`src/hw/rtl/vp8rtp_pkg.sv`:
```
// Shared types and constants for the VP8 RTP packetiser.
// No dependencies; used by every module in hw/rtl.
package vp8rtp_pkg;

	localparam int unsigned DescBytes = 4;
	localparam int unsigned CmdqDepth = 4;
	localparam int unsigned CmdqAw = $clog2(CmdqDepth);

	localparam logic [15:0] PacketSizeMin = 16'd5;
	localparam logic [15:0] PacketSizeReset = 16'd1200;
	localparam logic [15:0] RoomReset = PacketSizeReset - 16'(DescBytes);

	localparam logic [7:0] DescHighBit = 8'h80;
	localparam logic [7:0] PidHighMask = 8'h7f;
	localparam logic [7:0] ByteMask = 8'hff;

	typedef struct packed {
		logic [7:0] data_byte;
		logic       last_of_chunk;
		logic       final_chunk_of_picture;
		logic       is_keyframe;
		logic       first_of_picture;
	} in_item_t;

	typedef struct packed {
		logic [7:0] out_byte;
		logic       end_of_packet;
		logic       marker;
		logic       last_of_run;
	} out_item_t;

	// one classified byte: payload plus what the back end needs for the descriptor
	typedef struct packed {
		logic [7:0]  data_byte;
		logic        eop;
		logic        mk;
		logic        hdr;
		logic        noref;
		logic        start;
		logic [14:0] pid;
	} cmd_t;

	typedef struct packed {
		logic full;
		logic empty;
	} cmdq_stat_t;

endpackage

```
`src/hw/rtl/vp8rtp_front.sv`:
```
// Front end: takes bytes, tracks packet fill and picture ID, classifies each word.
// Depends on vp8rtp_pkg.
module vp8rtp_front (
	input  logic                   clk,
	input  logic                   arst_n,
	input  logic                   push,
	input  vp8rtp_pkg::in_item_t   item,
	input  logic                   cfg_we,
	input  logic [15:0]            cfg_data,
	input  vp8rtp_pkg::cmdq_stat_t q_stat,
	output logic                   q_wr,
	output vp8rtp_pkg::cmd_t       q_cmd
);

	logic [15:0] room_q;
	logic [15:0] fill_q;
	logic [14:0] pid_q;
	logic        first_pkt_q;

	logic [14:0] pid_next;
	logic [15:0] fill_inc;
	logic        close;

	assign q_wr     = push && !q_stat.full;
	assign pid_next = item.first_of_picture ? pid_q + 15'd1 : pid_q;
	assign fill_inc = fill_q + 16'd1;
	assign close    = item.last_of_chunk || (fill_inc >= room_q);

	always_comb begin
		q_cmd.data_byte = item.data_byte;
		q_cmd.eop       = close;
		q_cmd.mk        = item.last_of_chunk && item.final_chunk_of_picture;
		q_cmd.hdr       = (fill_q == 16'd0);
		q_cmd.noref     = !item.is_keyframe;
		q_cmd.start     = first_pkt_q;
		q_cmd.pid       = pid_next;
	end

	always_ff @(posedge clk or negedge arst_n) begin
		if (!arst_n) begin
			room_q      <= vp8rtp_pkg::RoomReset;
			fill_q      <= '0;
			pid_q       <= '0;
			first_pkt_q <= 1'b1;
		end else begin
			// payload room kept ready so the per-byte compare is a single one
			if (cfg_we) begin
				if (cfg_data < vp8rtp_pkg::PacketSizeMin)
					room_q <= vp8rtp_pkg::PacketSizeMin - 16'(vp8rtp_pkg::DescBytes);
				else
					room_q <= cfg_data - 16'(vp8rtp_pkg::DescBytes);
			end
			if (q_wr) begin
				pid_q  <= pid_next;
				fill_q <= close ? 16'd0 : fill_inc;
				if (item.last_of_chunk)
					first_pkt_q <= 1'b1;
				else if (close)
					first_pkt_q <= 1'b0;
			end
		end
	end

	property p_fill_below_room;
		@(posedge clk) disable iff (!arst_n)
		(q_wr && !close) |=> (fill_q != 16'd0);
	endproperty
	a_fill_below_room: assert property (p_fill_below_room)
		else $error("open packet lost its fill");

	property p_chunk_end_resets;
		@(posedge clk) disable iff (!arst_n)
		(q_wr && item.last_of_chunk) |=> (fill_q == 16'd0) && first_pkt_q;
	endproperty
	a_chunk_end_resets: assert property (p_chunk_end_resets)
		else $error("chunk end did not reopen packet state");

	property p_no_write_full;
		@(posedge clk) disable iff (!arst_n)
		q_stat.full |-> !q_wr;
	endproperty
	a_no_write_full: assert property (p_no_write_full)
		else $error("write into full queue");

endmodule

```
`src/hw/rtl/vp8rtp_cmdq.sv`:
```
// Short word queue between front and back ends, show-ahead read.
// Depends on vp8rtp_pkg.
module vp8rtp_cmdq (
	input  logic                   clk,
	input  logic                   arst_n,
	input  logic                   wr,
	input  vp8rtp_pkg::cmd_t       wr_cmd,
	input  logic                   rd,
	output vp8rtp_pkg::cmd_t       rd_cmd,
	output vp8rtp_pkg::cmdq_stat_t stat
);

	vp8rtp_pkg::cmd_t                slot_q [vp8rtp_pkg::CmdqDepth];
	logic [vp8rtp_pkg::CmdqAw-1:0]   wr_ptr_q;
	logic [vp8rtp_pkg::CmdqAw-1:0]   rd_ptr_q;
	logic [vp8rtp_pkg::CmdqAw:0]     count_q;

	assign stat.full  = (count_q == (vp8rtp_pkg::CmdqAw+1)'(vp8rtp_pkg::CmdqDepth));
	assign stat.empty = (count_q == '0);
	assign rd_cmd     = slot_q[rd_ptr_q];

	always_ff @(posedge clk) begin
		if (wr)
			slot_q[wr_ptr_q] <= wr_cmd;
	end

	always_ff @(posedge clk or negedge arst_n) begin
		if (!arst_n) begin
			wr_ptr_q <= '0;
			rd_ptr_q <= '0;
			count_q  <= '0;
		end else begin
			if (wr)
				wr_ptr_q <= wr_ptr_q + 1'b1;
			if (rd)
				rd_ptr_q <= rd_ptr_q + 1'b1;
			if (wr && !rd)
				count_q <= count_q + 1'b1;
			else if (rd && !wr)
				count_q <= count_q - 1'b1;
		end
	end

	property p_ptr_count;
		@(posedge clk) disable iff (!arst_n)
		count_q[vp8rtp_pkg::CmdqAw-1:0] == (wr_ptr_q - rd_ptr_q);
	endproperty
	a_ptr_count: assert property (p_ptr_count)
		else $error("queue pointers and count disagree");

	property p_no_read_empty;
		@(posedge clk) disable iff (!arst_n)
		stat.empty |-> !rd;
	endproperty
	a_no_read_empty: assert property (p_no_read_empty)
		else $error("read from empty queue");

	property p_count_bound;
		@(posedge clk) disable iff (!arst_n)
		count_q <= (vp8rtp_pkg::CmdqAw+1)'(vp8rtp_pkg::CmdqDepth);
	endproperty
	a_count_bound: assert property (p_count_bound)
		else $error("queue overrun");

endmodule

```
`src/hw/rtl/vp8rtp_back.sv`:
```
// Back end: expands each queued word into descriptor and payload results,
// holding the result register. Depends on vp8rtp_pkg.
module vp8rtp_back (
	input  logic                   clk,
	input  logic                   arst_n,
	input  vp8rtp_pkg::cmd_t       head,
	input  vp8rtp_pkg::cmdq_stat_t q_stat,
	output logic                   q_rd,
	input  logic                   pop,
	output logic                   empty,
	output vp8rtp_pkg::out_item_t  result
);

	typedef enum logic [2:0] {
		PH_D0,
		PH_D1,
		PH_D2,
		PH_D3,
		PH_PAY
	} phase_t;

	phase_t                phase_q;
	phase_t                phase_nx;
	logic                  valid_q;
	vp8rtp_pkg::out_item_t result_q;
	vp8rtp_pkg::out_item_t word;
	logic                  load;
	logic                  last_word;

	assign load  = !q_stat.empty && (!valid_q || pop);
	assign q_rd  = load && last_word;
	assign empty = !valid_q;
	assign result = result_q;

	always_comb begin
		word.out_byte      = head.data_byte;
		word.end_of_packet = head.eop;
		word.marker        = head.mk;
		word.last_of_run   = 1'b1;
		last_word          = 1'b1;
		phase_nx           = PH_D0;
		unique case (phase_q)
			PH_D0: begin
				if (head.hdr) begin
					word.out_byte = vp8rtp_pkg::DescHighBit
						| {2'b00, head.noref, head.start, 4'h0};
					last_word = 1'b0;
					phase_nx  = PH_D1;
				end
			end
			PH_D1: begin
				word.out_byte = vp8rtp_pkg::DescHighBit;
				last_word     = 1'b0;
				phase_nx      = PH_D2;
			end
			PH_D2: begin
				word.out_byte = vp8rtp_pkg::DescHighBit
					| ({1'b0, head.pid[14:8]} & vp8rtp_pkg::PidHighMask);
				last_word     = 1'b0;
				phase_nx      = PH_D3;
			end
			PH_D3: begin
				word.out_byte = head.pid[7:0] & vp8rtp_pkg::ByteMask;
				last_word     = 1'b0;
				phase_nx      = PH_PAY;
			end
			PH_PAY: begin
			end
			default: begin
			end
		endcase
		// descriptor bytes never close a packet
		if (!last_word) begin
			word.end_of_packet = 1'b0;
			word.marker        = 1'b0;
			word.last_of_run   = 1'b0;
		end
	end

	always_ff @(posedge clk or negedge arst_n) begin
		if (!arst_n) begin
			phase_q  <= PH_D0;
			valid_q  <= 1'b0;
			result_q <= '0;
		end else begin
			if (load) begin
				phase_q  <= phase_nx;
				valid_q  <= 1'b1;
				result_q <= word;
			end else if (pop) begin
				valid_q <= 1'b0;
			end
		end
	end

	property p_mid_word_has_head;
		@(posedge clk) disable iff (!arst_n)
		(phase_q != PH_D0) |-> !q_stat.empty;
	endproperty
	a_mid_word_has_head: assert property (p_mid_word_has_head)
		else $error("descriptor in progress with no queued word");

	property p_desc_only_for_hdr;
		@(posedge clk) disable iff (!arst_n)
		(phase_q != PH_D0) |-> head.hdr;
	endproperty
	a_desc_only_for_hdr: assert property (p_desc_only_for_hdr)
		else $error("descriptor bytes for a word without header");

	property p_marker_with_eop;
		@(posedge clk) disable iff (!arst_n)
		(valid_q && result_q.marker) |-> result_q.end_of_packet && result_q.last_of_run;
	endproperty
	a_marker_with_eop: assert property (p_marker_with_eop)
		else $error("marker outside packet end");

endmodule

```
`src/hw/rtl/vp8rtp_packetizer_core.sv`:
```
// VP8 RTP packetiser top level: front end, word queue, back end.
// Depends on vp8rtp_pkg, vp8rtp_front, vp8rtp_cmdq, vp8rtp_back.

// Takes one compressed byte per cycle while the word queue has room and emits
// VP8 RTP packets as a byte stream, each packet led by a four-byte payload
// descriptor with a 15-bit picture ID. A byte that continues an open packet
// yields one result word; the first byte of a packet yields five (four
// descriptor bytes, then the payload byte). The result side gives one word per
// cycle while words are queued and pop keeps up. The input side takes a byte
// every cycle while the four-entry word queue between front and back end has
// room; a byte passes that queue and the result register on its way out.
// packet_size must be written through cfg_we/cfg_data only while the block
// is idle, which the block itself does not enforce; values below 5 act as 5.
module vp8_rtp_packetizer_core (
	input  logic                  clk,
	input  logic                  arst_n,
	input  logic                  push,
	output logic                  full,
	input  vp8rtp_pkg::in_item_t  item,
	input  logic                  pop,
	output logic                  empty,
	output vp8rtp_pkg::out_item_t result,
	input  logic                  cfg_we,
	input  logic [15:0]           cfg_data
);

	vp8rtp_pkg::cmdq_stat_t q_stat;
	vp8rtp_pkg::cmd_t       wr_cmd;
	vp8rtp_pkg::cmd_t       head;
	logic                   q_wr;
	logic                   q_rd;

	assign full = q_stat.full;

	vp8rtp_front u_front (
		.clk      (clk),
		.arst_n   (arst_n),
		.push     (push),
		.item     (item),
		.cfg_we   (cfg_we),
		.cfg_data (cfg_data),
		.q_stat   (q_stat),
		.q_wr     (q_wr),
		.q_cmd    (wr_cmd)
	);

	vp8rtp_cmdq u_cmdq (
		.clk    (clk),
		.arst_n (arst_n),
		.wr     (q_wr),
		.wr_cmd (wr_cmd),
		.rd     (q_rd),
		.rd_cmd (head),
		.stat   (q_stat)
	);

	vp8rtp_back u_back (
		.clk    (clk),
		.arst_n (arst_n),
		.head   (head),
		.q_stat (q_stat),
		.q_rd   (q_rd),
		.pop    (pop),
		.empty  (empty),
		.result (result)
	);

endmodule
```
`config.mk`:
```
export PLATFORM = sky130hd
export DESIGN_NAME = vp8_rtp_packetizer_core
export DESIGN_NICKNAME = d
export VERILOG_FILES = /design/src/hw/rtl/vp8rtp_pkg.sv /design/src/hw/rtl/vp8rtp_front.sv /design/src/hw/rtl/vp8rtp_cmdq.sv /design/src/hw/rtl/vp8rtp_back.sv /design/src/hw/rtl/vp8rtp_packetizer_core.sv
export SDC_FILE = /design/constraint.sdc
export NUM_CORES = 1
export LEC_CHECK = 0
export BUFFER_PORTS_ARGS = -buffer_cell sky130_fd_sc_hd__buf_4
export CORE_MARGIN = 4
export CORE_UTILIZATION = 50
export CTS_CLUSTER_DIAMETER = 80
export DETAILED_ROUTE_END_ITERATION = 16
export PLACE_DENSITY = 0.7
export SLEW_MARGIN = 25
export SYNTH_ARGS = -nofsm -noshare
export SYNTH_HDL_FRONTEND = slang
export SYNTH_HIERARCHICAL = 1
export SYNTH_SLANG_ARGS = --single-unit
```
`constraint.sdc`:
```
create_clock -name clk -period 3.18 [get_ports clk]
set_clock_uncertainty 0.1 [all_clocks]
set_input_delay 0.318 -clock clk [delete_from_list [all_inputs] [get_ports clk]]
set_output_delay 0.318 -clock clk [all_outputs]
set_load 0.1 [all_outputs]
```
==> results of run 1 <==
==> synthesized netlist by cell type, types with 2 or more instances <==
library cell / n
sky130_fd_sc_hd__a211oi_1: 6
sky130_fd_sc_hd__a21oi_1: 9
sky130_fd_sc_hd__a221oi_1: 2
sky130_fd_sc_hd__a22o_1: 2
sky130_fd_sc_hd__a2bb2oi_1: 5
sky130_fd_sc_hd__a31oi_1: 2
sky130_fd_sc_hd__and2_1: 5
sky130_fd_sc_hd__and3_1: 9
sky130_fd_sc_hd__buf_2: 7
sky130_fd_sc_hd__buf_4: 11
sky130_fd_sc_hd__buf_6: 4
sky130_fd_sc_hd__clkbuf_1: 12
sky130_fd_sc_hd__dfrtp_1: 64
sky130_fd_sc_hd__dfstp_2: 6
sky130_fd_sc_hd__edfxtp_1: 112
sky130_fd_sc_hd__ha_1: 26
sky130_fd_sc_hd__inv_1: 37
sky130_fd_sc_hd__mux2_2: 7
sky130_fd_sc_hd__mux2_4: 4
sky130_fd_sc_hd__mux4_2: 28
sky130_fd_sc_hd__nand2_1: 43
sky130_fd_sc_hd__nand2b_1: 4
sky130_fd_sc_hd__nand3_1: 12
sky130_fd_sc_hd__nand3b_1: 2
sky130_fd_sc_hd__nand4_1: 8
sky130_fd_sc_hd__nor2_1: 33
sky130_fd_sc_hd__nor2b_1: 4
sky130_fd_sc_hd__nor3_1: 8
sky130_fd_sc_hd__nor4_1: 8
sky130_fd_sc_hd__nor4b_1: 2
sky130_fd_sc_hd__o21ai_0: 35
sky130_fd_sc_hd__o22a_1: 2
sky130_fd_sc_hd__o22ai_1: 14
sky130_fd_sc_hd__o31ai_1: 6
sky130_fd_sc_hd__or4_4: 2
sky130_fd_sc_hd__xnor2_1: 28
sky130_fd_sc_hd__xor2_1: 30
==> worst max-delay path, stage by stage, from the launching register on <==
cell,delay (ns)
sky130_fd_sc_hd__dfrtp_2,0.44
sky130_fd_sc_hd__ha_4,0.15
sky130_fd_sc_hd__nand4_1,0.23
sky130_fd_sc_hd__nor4b_2,0.36
sky130_fd_sc_hd__xor2_1,0.25
sky130_fd_sc_hd__ha_1,0.29
sky130_fd_sc_hd__nand4_1,0.14
sky130_fd_sc_hd__buf_4,0.14
sky130_fd_sc_hd__nor3_4,0.04
sky130_fd_sc_hd__a211oi_2,0.29
sky130_fd_sc_hd__nand3_4,0.15
sky130_fd_sc_hd__buf_6,0.17
sky130_fd_sc_hd__o31ai_2,0.23
==> metal layers <==
layer	vias to the layer above	GRT usage (%)	wire length [microns]
li1	2431	-	-
met1	2563	21.9	6930
met2	131	30.4	8510
met3	23	3.80	645
met4	0	5.82	259
met5	-	0	0
==> registers in the layout (all words and copies together), names as in the netlist <==
| name | flops |
|---|---|
| u_front/first_pkt_q | 1 |
| u_cmdq/wr_ptr_q | 2 |
| u_cmdq/rd_ptr_q | 2 |
| u_back/phase_q | 3 |
| u_cmdq/count_q | 3 |
| u_cmdq/slot_q | 112 |
| u_front/room_q | 16 |
| u_back/valid_q | 1 |
| u_back/result | 11 |
| u_front/fill_q | 16 |
| u_front/pid_q | 15 |
==> cell families (layout without fill, tap and decap cells) <==
family                   after synthesis  count (layout)
flip-flops                           182             182
AND/OR/NAND/NOR                      151             151
AO/OA/AOI/OAI                         92              92
buffers and inverters                 72             154
XOR/XNOR                              58              58
multiplexers                          39              39
adder cells (fa/ha/maj)               27              27
==> what timing repair did <==
item,4_1_cts,5_1_grt
hold endpoints to repair,98,0
cloned,0,0
gates resized for setup,1,24
setup endpoints to repair,1,21
pin swaps,0,11
hold buffers,11,0
setup buffers,0,4
==> per-stage QoR <==
step / utilization [%] / TNS, ns / power (mW) / area (sq um)
floorplan: - / 0 / 5.46 / 8490
global placement: 54.7 / 0 / 6.06 / 9070
detailed placement: 54.7 / -0.00655 / 6.16 / 9070
CTS: 58.9 / 0 / 8.22 / 9770
global route: 59.9 / -0.317 / 8.61 / 9930
finish: 59.9 / 0 / 8.17 / 9930
==> how the worst max path moves through the flow <==
stage / to / cells past startpoint
floorplan: u_cmdq/slot_q[0][19] / 12
global placement: u_front/fill_q[13] / 11
detailed placement: u_front/fill_q[7] / 11
CTS: u_front/fill_q[7] / 11
global route: u_front/fill_q[7] / 12
finish: u_front/fill_q[7] / 12
==> report_power, final <==
group | total (mW) | switching [mW] | internal [mW] | leakage [nW]
logic | 2.75 | 1.68 | 1.07 | 1.73
registers | 3.36 | 0.268 | 3.09 | 1.95
clock network | 2.06 | 0.898 | 1.16 | 0.289
==> cell type report <==
cell class / count / area [sq um]
tap: 220 / 275
multi-input combinational: 367 / 3100
inverter: 37 / 139
fill: 1286 / 6660
clock inverter: 11 / 114
sequential: 182 / 5130
clock buffer: 21 / 470
timing repair buffer: 85 / 693
==> layout by cell type, fill, tap and decap left out, types with 3 or more instances in the layout <==
cell	netlist	final
sky130_fd_sc_hd__edfxtp_1	112	112
sky130_fd_sc_hd__buf_4	11	71
sky130_fd_sc_hd__dfrtp_1	64	58
sky130_fd_sc_hd__nand2_1	43	42
sky130_fd_sc_hd__inv_1	37	37
sky130_fd_sc_hd__o21ai_0	35	34
sky130_fd_sc_hd__nor2_1	33	32
sky130_fd_sc_hd__xor2_1	30	29
sky130_fd_sc_hd__mux4_2	28	28
sky130_fd_sc_hd__xnor2_1	28	28
sky130_fd_sc_hd__ha_1	26	25
sky130_fd_sc_hd__clkbuf_16	0	17
sky130_fd_sc_hd__o22ai_1	14	14
sky130_fd_sc_hd__dlygate4sd3_1	0	11
sky130_fd_sc_hd__nand3_1	12	9
sky130_fd_sc_hd__and3_1	9	9
sky130_fd_sc_hd__a21oi_1	9	9
sky130_fd_sc_hd__nand4_1	8	8
sky130_fd_sc_hd__mux2_2	7	7
sky130_fd_sc_hd__nor4_1	8	7
sky130_fd_sc_hd__nor3_1	8	6
sky130_fd_sc_hd__dfrtp_2	0	6
sky130_fd_sc_hd__dfstp_2	6	6
sky130_fd_sc_hd__a211oi_1	6	5
sky130_fd_sc_hd__a2bb2oi_1	5	5
sky130_fd_sc_hd__and2_1	5	5
sky130_fd_sc_hd__inv_6	0	4
sky130_fd_sc_hd__nor2b_1	4	4
sky130_fd_sc_hd__mux2_4	4	4
sky130_fd_sc_hd__o31ai_1	6	4
sky130_fd_sc_hd__nand2b_1	4	4
sky130_fd_sc_hd__clkbuf_8	0	3
==> report_table.html, run 1 <==
<table>
<tr><th>Metric</th><th>Value</th></tr>
<tr><th colspan="2">Run</th></tr>
<tr><td>Max capacitance violation total</td><td>0</td></tr>
<tr><th colspan="2">Die</th></tr>
<tr><td>Placeable core region</td><td>16,600 sq um</td></tr>
<tr><td>Die Outline Area</td><td>19,100 sq um</td></tr>
<tr><td>Num ports</td><td>46</td></tr>
<tr><td>Die extent in x</td><td>138 microns</td></tr>
<tr><td>FP Rows</td><td>47</td></tr>
<tr><td>Starting density of the core</td><td>51.0%</td></tr>
<tr><td>Overall die height</td><td>138 microns</td></tr>
<tr><th colspan="2">Drt</th></tr>
<tr><td>Count of TritonRoute iterations in the first routing pass</td><td>6</td></tr>
<tr><td>Violation count after the first detailed-route iteration</td><td>317</td></tr>
<tr><td>Detail Route Antenna Nets</td><td>0</td></tr>
<tr><td>Wire length per cell</td><td>17.7 microns</td></tr>
<tr><td>Number of design rule violations left after detail routing</td><td>0</td></tr>
<tr><td>Average via count per standard cell</td><td>5.58</td></tr>
<tr><td>Total number of vias</td><td>5,148</td></tr>
<tr><td>Total routed wirelength</td><td>16,300 microns</td></tr>
<tr><th colspan="2">Worst hold path</th></tr>
<tr><td>Hold Path Depth</td><td>2</td></tr>
<tr><td>End point of the worst hold path</td><td>u_back/valid_q</td></tr>
<tr><td>Start point of the worst hold path</td><td>pop</td></tr>
<tr><td>Hold/Removal Path Class</td><td>in2reg</td></tr>
<tr><th colspan="2">Timing</th></tr>
<tr><td>Number of endpoints failing setup at the final stage</td><td>0</td></tr>
<tr><td>Hold Slack</td><td>0.0235 ns</td></tr>
<tr><td>Upper clock frequency limit</td><td>324 MHz</td></tr>
<tr><td>Worst Slack Setup Final</td><td>0.0922 ns</td></tr>
<tr><td>Actual transition at the worst max-transition pin</td><td>0.574 ns</td></tr>
<tr><td>Final Hold Fails</td><td>0</td></tr>
<tr><td>Number of slew-limit violations in the final report</td><td>0</td></tr>
<tr><td>Crit path time final</td><td>3.09 ns</td></tr>
<tr><td>Final worst-path cycle share</td><td>97.1%</td></tr>
<tr><td>Normalized max-slew margin</td><td>61.7%</td></tr>
<tr><th colspan="2">Synth</th></tr>
<tr><td>Area share of and/or/nand/nor cells after synthesis</td><td>9.25%</td></tr>
<tr><td>Adder-cell area share of the yosys netlist</td><td>4.08%</td></tr>
<tr><td>Register bit count reported by yosys</td><td>182</td></tr>
<tr><td>Post-synth EDFFs</td><td>112</td></tr>
<tr><td>Most used DFF post-synth</td><td>sky130_fd_sc_hd__edfxtp_1</td></tr>
<tr><td>Biggest area consumer among synthesized cells</td><td>sky130_fd_sc_hd__edfxtp_1</td></tr>
<tr><td>Post-Synthesis Mean Instance Area</td><td>13.6 sq um</td></tr>
<tr><td>Yosys top cell area share</td><td>39.8%</td></tr>
<tr><td>Number of standard cells after synthesis</td><td>621</td></tr>
<tr><td>Post-synthesis async set-or-reset flop share</td><td>38.5%</td></tr>
<tr><td>Top area cells in the synthesized netlist</td><td>sky130_fd_sc_hd__edfxtp_1 40%, sky130_fd_sc_hd__dfrtp_1 19%, sky130_fd_sc_hd__mux4_2 7.5%</td></tr>
<tr><td>Synthesized Nets</td><td>681</td></tr>
<tr><td>Number of warnings reported in the yosys synthesis log</td><td>6</td></tr>
<tr><td>Cell area after synthesis</td><td>8460 sq um</td></tr>
<tr><td>Post-synth cell types</td><td>59</td></tr>
<tr><td>Fraction of the mapped netlist area in compound gates</td><td>6.86%</td></tr>
<tr><td>Portion of netlist area occupied by mux cells</td><td>9.10%</td></tr>
<tr><td>Fraction of synthesized cell area in xor and xnor cells</td><td>6.01%</td></tr>
<tr><td>Combinational family with the most area after synthesis</td><td>simple AND/OR/NAND/NOR gates</td></tr>
<tr><td>Sequential cell area fraction in the yosys report</td><td>60.6%</td></tr>
<tr><th colspan="2">GRT</th></tr>
<tr><td>Global-route wire length before repair</td><td>26,800 microns</td></tr>
<tr><td>Number of antenna violations at the first check in global routing</td><td>0</td></tr>
<tr><td>Overflow left after global routing</td><td>0</td></tr>
<tr><td>Total global routing track utilization</td><td>17.5%</td></tr>
<tr><td>Largest net degree at the start of global routing</td><td>71</td></tr>
<tr><td>Number of global-route vias before repair</td><td>5,253</td></tr>
<tr><th colspan="2">Pwr</th></tr>
<tr><td>Static Leak</td><td>3.97 nW</td></tr>
<tr><td>Worst vdd ir</td><td>0.868 mV</td></tr>
<tr><td>PD cells</td><td>823 nW/um^2</td></tr>
<tr><th colspan="2">Cells and area</th></tr>
<tr><td>Antenna Cells</td><td>0</td></tr>
<tr><td>Final standard cell count with taps included and fillers excluded</td><td>923</td></tr>
<tr><td>Synthesis-to-layout area growth</td><td>17.4%</td></tr>
<tr><td>Net count reported at finish</td><td>750</td></tr>
<tr><td>Fraction of final layout cells sized beyond drive strength 1</td><td>25.3%</td></tr>
<tr><th colspan="2">Worst setup path</th></tr>
<tr><td>Required arrival time at the worst endpoint</td><td>3.41 ns</td></tr>
<tr><td>Arrival time worst endpoint</td><td>3.31 ns</td></tr>
<tr><td>Cell count of the worst reg-to-reg path</td><td>12</td></tr>
<tr><td>Worst setup SP type</td><td>register</td></tr>
<tr><td>R2R Path Start</td><td>u_front/fill_q[0]</td></tr>
<tr><td>Highest net fanout along the worst path</td><td>8</td></tr>
<tr><td>Worst setup path startpoint</td><td>u_front/fill_q[0]</td></tr>
<tr><td>Worst setup path category</td><td>reg2reg</td></tr>
<tr><td>Crit end category</td><td>register</td></tr>
<tr><td>Worst flop-to-flop path endpoint</td><td>u_front/fill_q[7]</td></tr>
<tr><td>FF-to-FF setup slack</td><td>0.09 ns</td></tr>
<tr><th colspan="2">Place</th></tr>
<tr><td>Number of input and output port buffers inserted</td><td>45</td></tr>
<tr><td>Placed cell count</td><td>875</td></tr>
<tr><td>Final RePlAce weighted congestion</td><td>0.861</td></tr>
<tr><td>Setup slack after placement</td><td>-0.00655 ns</td></tr>
<tr><td>Final HPWL from detailed placement</td><td>10,900 microns</td></tr>
<tr><th colspan="2">Clocking</th></tr>
<tr><td>TritonCTS clock tree</td><td>built</td></tr>
<tr><td>Clock transition at the register clock pins on the worst setup and hold paths after CTS</td><td>0.07 ns</td></tr>
<tr><td># H-tree levels</td><td>4</td></tr>
<tr><td>Clock sinks</td><td>182</td></tr>
<tr><td>Buffers from clock root to sink, at most</td><td>2</td></tr>
<tr><td>Total CTS buffers</td><td>17</td></tr>
<tr><td>Root Buffer Master</td><td>sky130_fd_sc_hd__clkbuf_16</td></tr>
<tr><td>Clock latency on the worst-skew pair</td><td>0.43 ns</td></tr>
<tr><th colspan="2">Status</th></tr>
<tr><td>Run status</td><td>completed</td></tr>
</table>
Note: power is estimated with default switching activity, not from simulation.
==> inputs of run 2 (changes only) <==
--- a/config.mk
+++ b/config.mk
@@ -10,7 +10,9 @@
 export CORE_UTILIZATION = 50
 export CTS_CLUSTER_DIAMETER = 80
 export DETAILED_ROUTE_END_ITERATION = 16
+export MAX_ROUTING_LAYER = met4
 export PLACE_DENSITY = 0.7
+export RECOVER_POWER = 50
 export SLEW_MARGIN = 25
 export SYNTH_ARGS = -nofsm -noshare
 export SYNTH_HDL_FRONTEND = slang
==> report_table.html, run 2 (same netlist as run 1, synthesis figures left out) <==
<table>
<tr><th>Metric</th><th>Value</th></tr>
<tr><th colspan="2">Timing</th></tr>
<tr><td>Final total negative setup slack</td><td>0 ns</td></tr>
<tr><td>Final Hold Fails</td><td>0</td></tr>
<tr><td>Hold Slack</td><td>0.0177 ns</td></tr>
<tr><td>Actual transition at the worst max-transition pin</td><td>1.82 ns</td></tr>
<tr><td>Crit path time final</td><td>2.98 ns</td></tr>
<tr><td>Number of endpoints failing setup at the final stage</td><td>0</td></tr>
<tr><td>Number of slew-limit violations in the final report</td><td>71</td></tr>
<tr><td>Final worst-path cycle share</td><td>93.6%</td></tr>
<tr><td>Upper clock frequency limit</td><td>336 MHz</td></tr>
<tr><td>Normalized max-slew margin</td><td>-21.4%</td></tr>
<tr><td>Worst Slack Setup Final</td><td>0.203 ns</td></tr>
<tr><th colspan="2">Clocking</th></tr>
<tr><td># H-tree levels</td><td>4</td></tr>
<tr><td>Root Buffer Master</td><td>sky130_fd_sc_hd__clkbuf_16</td></tr>
<tr><td>Clock sinks</td><td>182</td></tr>
<tr><td>TritonCTS clock tree</td><td>built</td></tr>
<tr><td>Clock transition at the register clock pins on the worst setup and hold paths after CTS</td><td>0.07 ns</td></tr>
<tr><td>Total CTS buffers</td><td>17</td></tr>
<tr><td>Buffers from clock root to sink, at most</td><td>2</td></tr>
<tr><td>Clock latency on the worst-skew pair</td><td>0.43 ns</td></tr>
<tr><th colspan="2">Worst setup path</th></tr>
<tr><td>Highest net fanout along the worst path</td><td>15</td></tr>
<tr><td>Arrival time worst endpoint</td><td>3.20 ns</td></tr>
<tr><td>Worst setup path category</td><td>reg2reg</td></tr>
<tr><td>Crit end category</td><td>register</td></tr>
<tr><td>Required arrival time at the worst endpoint</td><td>3.41 ns</td></tr>
<tr><td>Worst setup path startpoint</td><td>u_front/fill_q[0]</td></tr>
<tr><td>R2R Path Start</td><td>u_front/fill_q[0]</td></tr>
<tr><td>Worst setup SP type</td><td>register</td></tr>
<tr><th colspan="2">Run</th></tr>
<tr><td>Max capacitance violation total</td><td>1</td></tr>
<tr><th colspan="2">Drt</th></tr>
<tr><td>Average via count per standard cell</td><td>5.55</td></tr>
<tr><td>Detail Route Antenna Nets</td><td>0</td></tr>
<tr><td>Total routed wirelength</td><td>16,100 microns</td></tr>
<tr><td>Wire length per cell</td><td>17.5 microns</td></tr>
<tr><td>Total number of vias</td><td>5,089</td></tr>
<tr><td>Number of design rule violations left after detail routing</td><td>0</td></tr>
<tr><td>Violation count after the first detailed-route iteration</td><td>277</td></tr>
<tr><td>Count of TritonRoute iterations in the first routing pass</td><td>4</td></tr>
<tr><th colspan="2">Die</th></tr>
<tr><td>Starting density of the core</td><td>51.0%</td></tr>
<tr><td>FP Rows</td><td>47</td></tr>
<tr><td>Num ports</td><td>46</td></tr>
<tr><td>Placeable core region</td><td>16,600 sq um</td></tr>
<tr><td>Overall die height</td><td>138 microns</td></tr>
<tr><td>Die extent in x</td><td>138 microns</td></tr>
<tr><td>Die Outline Area</td><td>19,100 sq um</td></tr>
<tr><th colspan="2">Cells and area</th></tr>
<tr><td>Leading cell types in the layout, fill and taps excluded</td><td>112 x sky130_fd_sc_hd__edfxtp_1, 59 x sky130_fd_sc_hd__dfrtp_1, 43 x sky130_fd_sc_hd__nand2_1</td></tr>
<tr><td>Net count reported at finish</td><td>744</td></tr>
<tr><td>Max reg flops</td><td>112</td></tr>
<tr><td>Largest regs</td><td>u_cmdq/slot_q (112), u_front/fill_q (16), u_front/room_q (16)</td></tr>
<tr><td>Synthesis-to-layout area growth</td><td>14.7%</td></tr>
<tr><td>Fillers</td><td>1,356</td></tr>
<tr><td>Fraction of final layout cells sized beyond drive strength 1</td><td>20.1%</td></tr>
<tr><td>Final std cell area, no fill</td><td>9700 sq um</td></tr>
<tr><td>Antenna Cells</td><td>0</td></tr>
<tr><td>Commonest non-fill, non-tap cell in the layout</td><td>sky130_fd_sc_hd__edfxtp_1</td></tr>
<tr><td>Largest register by flop count</td><td>u_cmdq/slot_q</td></tr>
<tr><th colspan="2">Place</th></tr>
<tr><td>Final HPWL from detailed placement</td><td>10,700 microns</td></tr>
<tr><td>Setup slack after placement</td><td>0.0788 ns</td></tr>
<tr><td>Area of placed instances</td><td>9040 sq um</td></tr>
<tr><td>Final RePlAce weighted congestion</td><td>0.877</td></tr>
<tr><td>Number of input and output port buffers inserted</td><td>45</td></tr>
<tr><th colspan="2">GRT</th></tr>
<tr><td>Overflow left after global routing</td><td>0</td></tr>
<tr><td>Global-route wire length before repair</td><td>26,700 microns</td></tr>
<tr><td>Number of antenna violations at the first check in global routing</td><td>0</td></tr>
<tr><td>Total global routing track utilization</td><td>17.9%</td></tr>
<tr><td>Number of global-route vias before repair</td><td>5,158</td></tr>
<tr><td>Largest net degree at the start of global routing</td><td>71</td></tr>
<tr><th colspan="2">Pwr</th></tr>
<tr><td>Power consumption</td><td>8.02 mW</td></tr>
<tr><td>Worst vdd ir</td><td>0.708 mV</td></tr>
<tr><td>Static Leak</td><td>3.82 nW</td></tr>
<tr><td>PD cells</td><td>827 nW/um^2</td></tr>
<tr><th colspan="2">Status</th></tr>
<tr><td>Failing checks</td><td>capacitance limit, slew limit</td></tr>
<tr><td>Run status</td><td>finished with violations</td></tr>
<tr><th colspan="2">Worst hold path</th></tr>
<tr><td>Hold/Removal Path Class</td><td>in2reg</td></tr>
<tr><td>Start point of the worst hold path</td><td>pop</td></tr>
</table>
## run 2: critical path, stage by stage, from the launching register on
cell	delay (ns)
sky130_fd_sc_hd__dfrtp_2	0.42
sky130_fd_sc_hd__ha_1	0.18
sky130_fd_sc_hd__nand4_1	0.08
sky130_fd_sc_hd__buf_4	0.18
sky130_fd_sc_hd__nor3_2	0.17
sky130_fd_sc_hd__nand2_1	0.11
sky130_fd_sc_hd__xor2_2	0.21
sky130_fd_sc_hd__inv_1	0.08
sky130_fd_sc_hd__ha_1	0.27
sky130_fd_sc_hd__nand4_1	0.15
sky130_fd_sc_hd__o21ai_0	0.12
sky130_fd_sc_hd__a211oi_2	0.19
sky130_fd_sc_hd__nand3_1	0.18
sky130_fd_sc_hd__buf_6	0.20
sky130_fd_sc_hd__o31ai_1	0.24
## run 2: path summary, 6_finish.rpt
kind / end / slack (ns) / cells past startpoint
worst max-delay path: u_front/fill_q[7] / 0.20 / 14
worst min-delay path: u_back/valid_q / 0.02 / 2
worst max register to register: u_front/fill_q[7] / 0.20 / 14
worst min register to register: u_front/pid_q[14] / 0.39 / 1
max in group asynchronous: u_cmdq/rd_ptr_q[0] / 0.95 / 2
min in group asynchronous: u_front/pid_q[10] / 0.81 / 2
## run 2: metal layers
layer / vias up / share of wire, % / global-route usage [%]
li1: 2416 / - / -
met1: 2539 / 44 / 22.5
met2: 122 / 51 / 29.6
met3: 12 / 3.8 / 4.63
met4: 0 / 1.1 / 4.16
met5: - / 0 / -
## run 2: area by class of cell
cell class	count	area, sq um	share of cell area (%)
Timing Repair Buffer	79	528	5.44
Clock inverter	15	150	1.55
Clock buffer	17	425	4.39
Sequential cell	182	5130	52.9
Inverter	37	139	1.43
Multi-Input combinational cell	367	3050	31.5
Tap cell	220	275	2.84
## run 2: repair_timing
item,4_1_cts,5_1_grt
gates resized for setup,0,16
endpoints found under the hold margin,98,0
setup endpoints to repair,0,20
hold buffers,11,0
setup buffers,0,3
## run 2: per-stage QoR
stage          instances  utilization (%)
3_3_place_gp         871             54.5
2_1_floorplan        621                -
5_1_grt              917             58.5
3_5_place_dp         871             54.5
4_1_cts              914             58.6
6_report             917             58.5
## run 2: power breakdown
group / switching [mW] / internal [mW] / leakage [nW] / total (mW)
Clock: 0.964 / 1.05 / 0.286 / 2.01
Sequential: 0.262 / 3.09 / 1.95 / 3.35
Combinational: 1.68 / 0.981 / 1.58 / 2.66
==> inputs of run 3 (changes only) <==
--- a/config.mk
+++ b/config.mk
@@ -11,7 +11,7 @@
 export CTS_CLUSTER_DIAMETER = 80
 export DETAILED_ROUTE_END_ITERATION = 16
 export MAX_ROUTING_LAYER = met4
-export PLACE_DENSITY = 0.7
+export PLACE_DENSITY = 0.67
 export RECOVER_POWER = 50
 export SLEW_MARGIN = 25
 export SYNTH_ARGS = -nofsm -noshare
==> constraint.sdc (replaced) <==
create_clock -name clk -period 3.3 [get_ports clk]
set_clock_uncertainty 0.1 [all_clocks]
set_input_delay 0.33 -clock clk [delete_from_list [all_inputs] [get_ports clk]]
set_output_delay 0.33 -clock clk [all_outputs]
set_load 0.1 [all_outputs]
==> report_table.html, run 3 (same netlist as run 1, synthesis figures left out) <==
<table>
<tr><th>Metric</th><th>Value</th></tr>
<tr><th colspan="2">Status</th></tr>
<tr><td>Run status</td><td>finished with violations</td></tr>
<tr><td>Failing checks</td><td>capacitance limit, slew limit</td></tr>
<tr><th colspan="2">Cells and area</th></tr>
<tr><td>Antenna Cells</td><td>0</td></tr>
<tr><td>Final standard cell count with taps included and fillers excluded</td><td>914</td></tr>
<tr><td>Leading cell types in the layout, fill and taps excluded</td><td>112 x sky130_fd_sc_hd__edfxtp_1, 61 x sky130_fd_sc_hd__dfrtp_1, 43 x sky130_fd_sc_hd__nand2_1</td></tr>
<tr><td>Fraction of final layout cells sized beyond drive strength 1</td><td>18.6%</td></tr>
<tr><td>Largest regs</td><td>u_cmdq/slot_q (112), u_front/fill_q (16), u_front/room_q (16)</td></tr>
<tr><td>Net count reported at finish</td><td>741</td></tr>
<tr><td>Synthesis-to-layout area growth</td><td>14.7%</td></tr>
<tr><td>Commonest non-fill, non-tap cell in the layout</td><td>sky130_fd_sc_hd__edfxtp_1</td></tr>
<tr><td>Largest register by flop count</td><td>u_cmdq/slot_q</td></tr>
<tr><td>Max reg flops</td><td>112</td></tr>
<tr><td>Sequential cell area</td><td>5130 sq um</td></tr>
<tr><td>Footprint of the multi-input gates</td><td>3040 sq um</td></tr>
<tr><td>Fillers</td><td>1,328</td></tr>
<tr><th colspan="2">Worst setup path</th></tr>
<tr><td>Highest net fanout along the worst path</td><td>7</td></tr>
<tr><td>Crit path max-delay cell type</td><td>sky130_fd_sc_hd__dfrtp_1</td></tr>
<tr><td>FF-to-FF setup slack</td><td>0.15 ns</td></tr>
<tr><td>Crit end category</td><td>register</td></tr>
<tr><td>Worst flop-to-flop path endpoint</td><td>u_front/fill_q[10]</td></tr>
<tr><td>Critical Path, Cell by Cell</td><td>ha_4 &gt; nand4_1 &gt; nor2_2 &gt; and3_1 &gt; xnor2_1 &gt; inv_1 &gt; ha_1 &gt; nand2_1 &gt; nor3_1 &gt; a211oi_2 &gt; nand3_1 &gt; buf_4 &gt; o31ai_1</td></tr>
<tr><td>Largest stage delay, worst path</td><td>0.43 ns</td></tr>
<tr><td>Worst setup path category</td><td>reg2reg</td></tr>
<tr><td>Cell count of the worst reg-to-reg path</td><td>13</td></tr>
<tr><td>Family of cells with the greatest summed delay on the critical path</td><td>simple AND/OR/NAND/NOR gates</td></tr>
<tr><td>Worst setup SP type</td><td>register</td></tr>
<tr><td>R2R Path Start</td><td>u_front/fill_q[1]</td></tr>
<tr><td>Buffer and inverter count on the worst path</td><td>2</td></tr>
<tr><td>Arrival time worst endpoint</td><td>3.36 ns</td></tr>
<tr><td>Required arrival time at the worst endpoint</td><td>3.51 ns</td></tr>
<tr><th colspan="2">Timing</th></tr>
<tr><td>Worst Slack Setup Final</td><td>0.155 ns</td></tr>
<tr><td>Actual transition at the worst max-transition pin</td><td>2.08 ns</td></tr>
<tr><td>Hold Slack</td><td>0.0215 ns</td></tr>
<tr><td>Number of endpoints failing setup at the final stage</td><td>0</td></tr>
<tr><td>Upper clock frequency limit</td><td>318 MHz</td></tr>
<tr><td>Final worst-path cycle share</td><td>95.3%</td></tr>
<tr><td>Crit path time final</td><td>3.15 ns</td></tr>
<tr><td>Number of slew-limit violations in the final report</td><td>34</td></tr>
<tr><td>Final total negative setup slack</td><td>0 ns</td></tr>
<tr><td>Normalized max-slew margin</td><td>-38.5%</td></tr>
<tr><td>Final Hold Fails</td><td>0</td></tr>
<tr><th colspan="2">Clocking</th></tr>
<tr><td>Root Buffer Master</td><td>sky130_fd_sc_hd__clkbuf_16</td></tr>
<tr><td>TritonCTS clock tree</td><td>built</td></tr>
<tr><td>Total CTS buffers</td><td>17</td></tr>
<tr><td># H-tree levels</td><td>4</td></tr>
<tr><td>Clock sinks</td><td>182</td></tr>
<tr><td>Buffers from clock root to sink, at most</td><td>2</td></tr>
<tr><td>Clock latency on the worst-skew pair</td><td>0.42 ns</td></tr>
<tr><td>Clock transition at the register clock pins on the worst setup and hold paths after CTS</td><td>0.07 ns</td></tr>
<tr><th colspan="2">Pwr</th></tr>
<tr><td>Power consumption</td><td>7.87 mW</td></tr>
<tr><td>PD cells</td><td>811 nW/um^2</td></tr>
<tr><td>Static Leak</td><td>3.81 nW</td></tr>
<tr><td>Worst vdd ir</td><td>0.570 mV</td></tr>
<tr><th colspan="2">Drt</th></tr>
<tr><td>Total number of vias</td><td>5,123</td></tr>
<tr><td>Violation count after the first detailed-route iteration</td><td>392</td></tr>
<tr><td>Count of TritonRoute iterations in the first routing pass</td><td>5</td></tr>
<tr><td>Wire length per cell</td><td>17.7 microns</td></tr>
<tr><td>Average via count per standard cell</td><td>5.61</td></tr>
<tr><td>Total routed wirelength</td><td>16,200 microns</td></tr>
<tr><td>Detail Route Antenna Nets</td><td>0</td></tr>
<tr><td>Number of design rule violations left after detail routing</td><td>0</td></tr>
<tr><th colspan="2">Die</th></tr>
<tr><td>FP Rows</td><td>47</td></tr>
<tr><td>Overall die height</td><td>138 microns</td></tr>
<tr><td>Die extent in x</td><td>138 microns</td></tr>
<tr><td>Placeable core region</td><td>16,600 sq um</td></tr>
<tr><td>Starting density of the core</td><td>51.0%</td></tr>
<tr><td>Num ports</td><td>46</td></tr>
<tr><td>Die Outline Area</td><td>19,100 sq um</td></tr>
<tr><th colspan="2">Worst hold path</th></tr>
<tr><td>Hold Path Depth</td><td>2</td></tr>
<tr><td>End point of the worst hold path</td><td>u_front/room_q[0]</td></tr>
<tr><td>Hold/Removal Path Class</td><td>in2reg</td></tr>
<tr><td>Start point of the worst hold path</td><td>cfg_data[0]</td></tr>
<tr><th colspan="2">Place</th></tr>
<tr><td>Final RePlAce weighted congestion</td><td>0.842</td></tr>
<tr><td>Setup slack after placement</td><td>0.0738 ns</td></tr>
<tr><td>Number of input and output port buffers inserted</td><td>45</td></tr>
<tr><td>Placed cell count</td><td>869</td></tr>
<tr><td>Final HPWL from detailed placement</td><td>10,600 microns</td></tr>
<tr><th colspan="2">GRT</th></tr>
<tr><td>Global-route wire length before repair</td><td>26,900 microns</td></tr>
<tr><td>Total global routing track utilization</td><td>18.1%</td></tr>
<tr><td>Number of global-route vias before repair</td><td>5,348</td></tr>
<tr><td>Largest net degree at the start of global routing</td><td>71</td></tr>
<tr><td>Overflow left after global routing</td><td>0</td></tr>
<tr><td>Number of antenna violations at the first check in global routing</td><td>0</td></tr>
<tr><th colspan="2">Run</th></tr>
<tr><td>Max capacitance violation total</td><td>1</td></tr>
</table>
==> run 3: changes by cell type in the layout (fill, tap and decap cells not counted), sizes merged <==
cell	before	now
inv	47	41
buf	41	38
bufinv	0	3
clkbuf	44	47
clkinv	5	6
dlygate4sd3	11	10
==> run 3: per-layer routing <==
metal / routed length [microns] / vias up / track usage (%) / part of all wire, %
met3: 637 / 26 / 3.73 / 3.9
met4: 275 / 0 / 5.41 / 1.7
met1: 7140 / 2549 / 22.8 / 44
met2: 8140 / 137 / 29.9 / 50
met5: 0 / - / - / 0
li1: - / 2411 / - / -
==> run 3: what timing repair did <==
action	in CTS	in global routing
hold buffers	10	0
hold endpoints to repair	54	0
gates resized for setup	0	13
endpoints found under the setup margin	0	19
setup buffers	0	2
==> run 3: cell type report <==
type | instances | share of cell area [%]
clock buffers | 19 | 4.67
multi-input cells | 367 | 31.3
inverters | 37 | 1.43
repair buffers | 76 | 5.22
well taps | 220 | 2.84
clock inverters | 13 | 1.73
flip-flops and latches | 182 | 52.8
==> run 3: metrics by stage <==
stage / util, % / area, sq um
floorplan: - / 8480
global route: 58.5 / 9710
finish: 58.5 / 9710
detailed placement: 54.4 / 9010
CTS: 58.7 / 9730
global placement: 54.4 / 9010
==> run 3: how the worst max path moves through the flow <==
stage | depth (start not counted) | slack, ns | from | to
6_report | 13 | 0.15 | u_front/fill_q[1] | u_front/fill_q[10]
5_1_grt | 13 | -0.04 | u_front/fill_q[1] | u_front/fill_q[10]
4_1_cts | 11 | 0.06 | u_front/fill_q[0] | u_front/fill_q[10]
3_5_place_dp | 11 | 0.07 | u_front/fill_q[0] | u_front/fill_q[7]
3_3_place_gp | 11 | 0.24 | u_front/fill_q[0] | u_front/fill_q[7]
2_1_floorplan | 9 | -0.01 | u_cmdq/count_q[1] | u_cmdq/count_q[1]
==> run 3: power breakdown <==
| part | switching [mW] | internal (mW) | total [mW] | leakage [nW] |
|---|---|---|---|---|
| clock network | 0.839 | 1.24 | 2.08 | 0.304 |
| logic | 1.61 | 0.945 | 2.55 | 1.56 |
| registers | 0.255 | 2.98 | 3.24 | 1.95 |
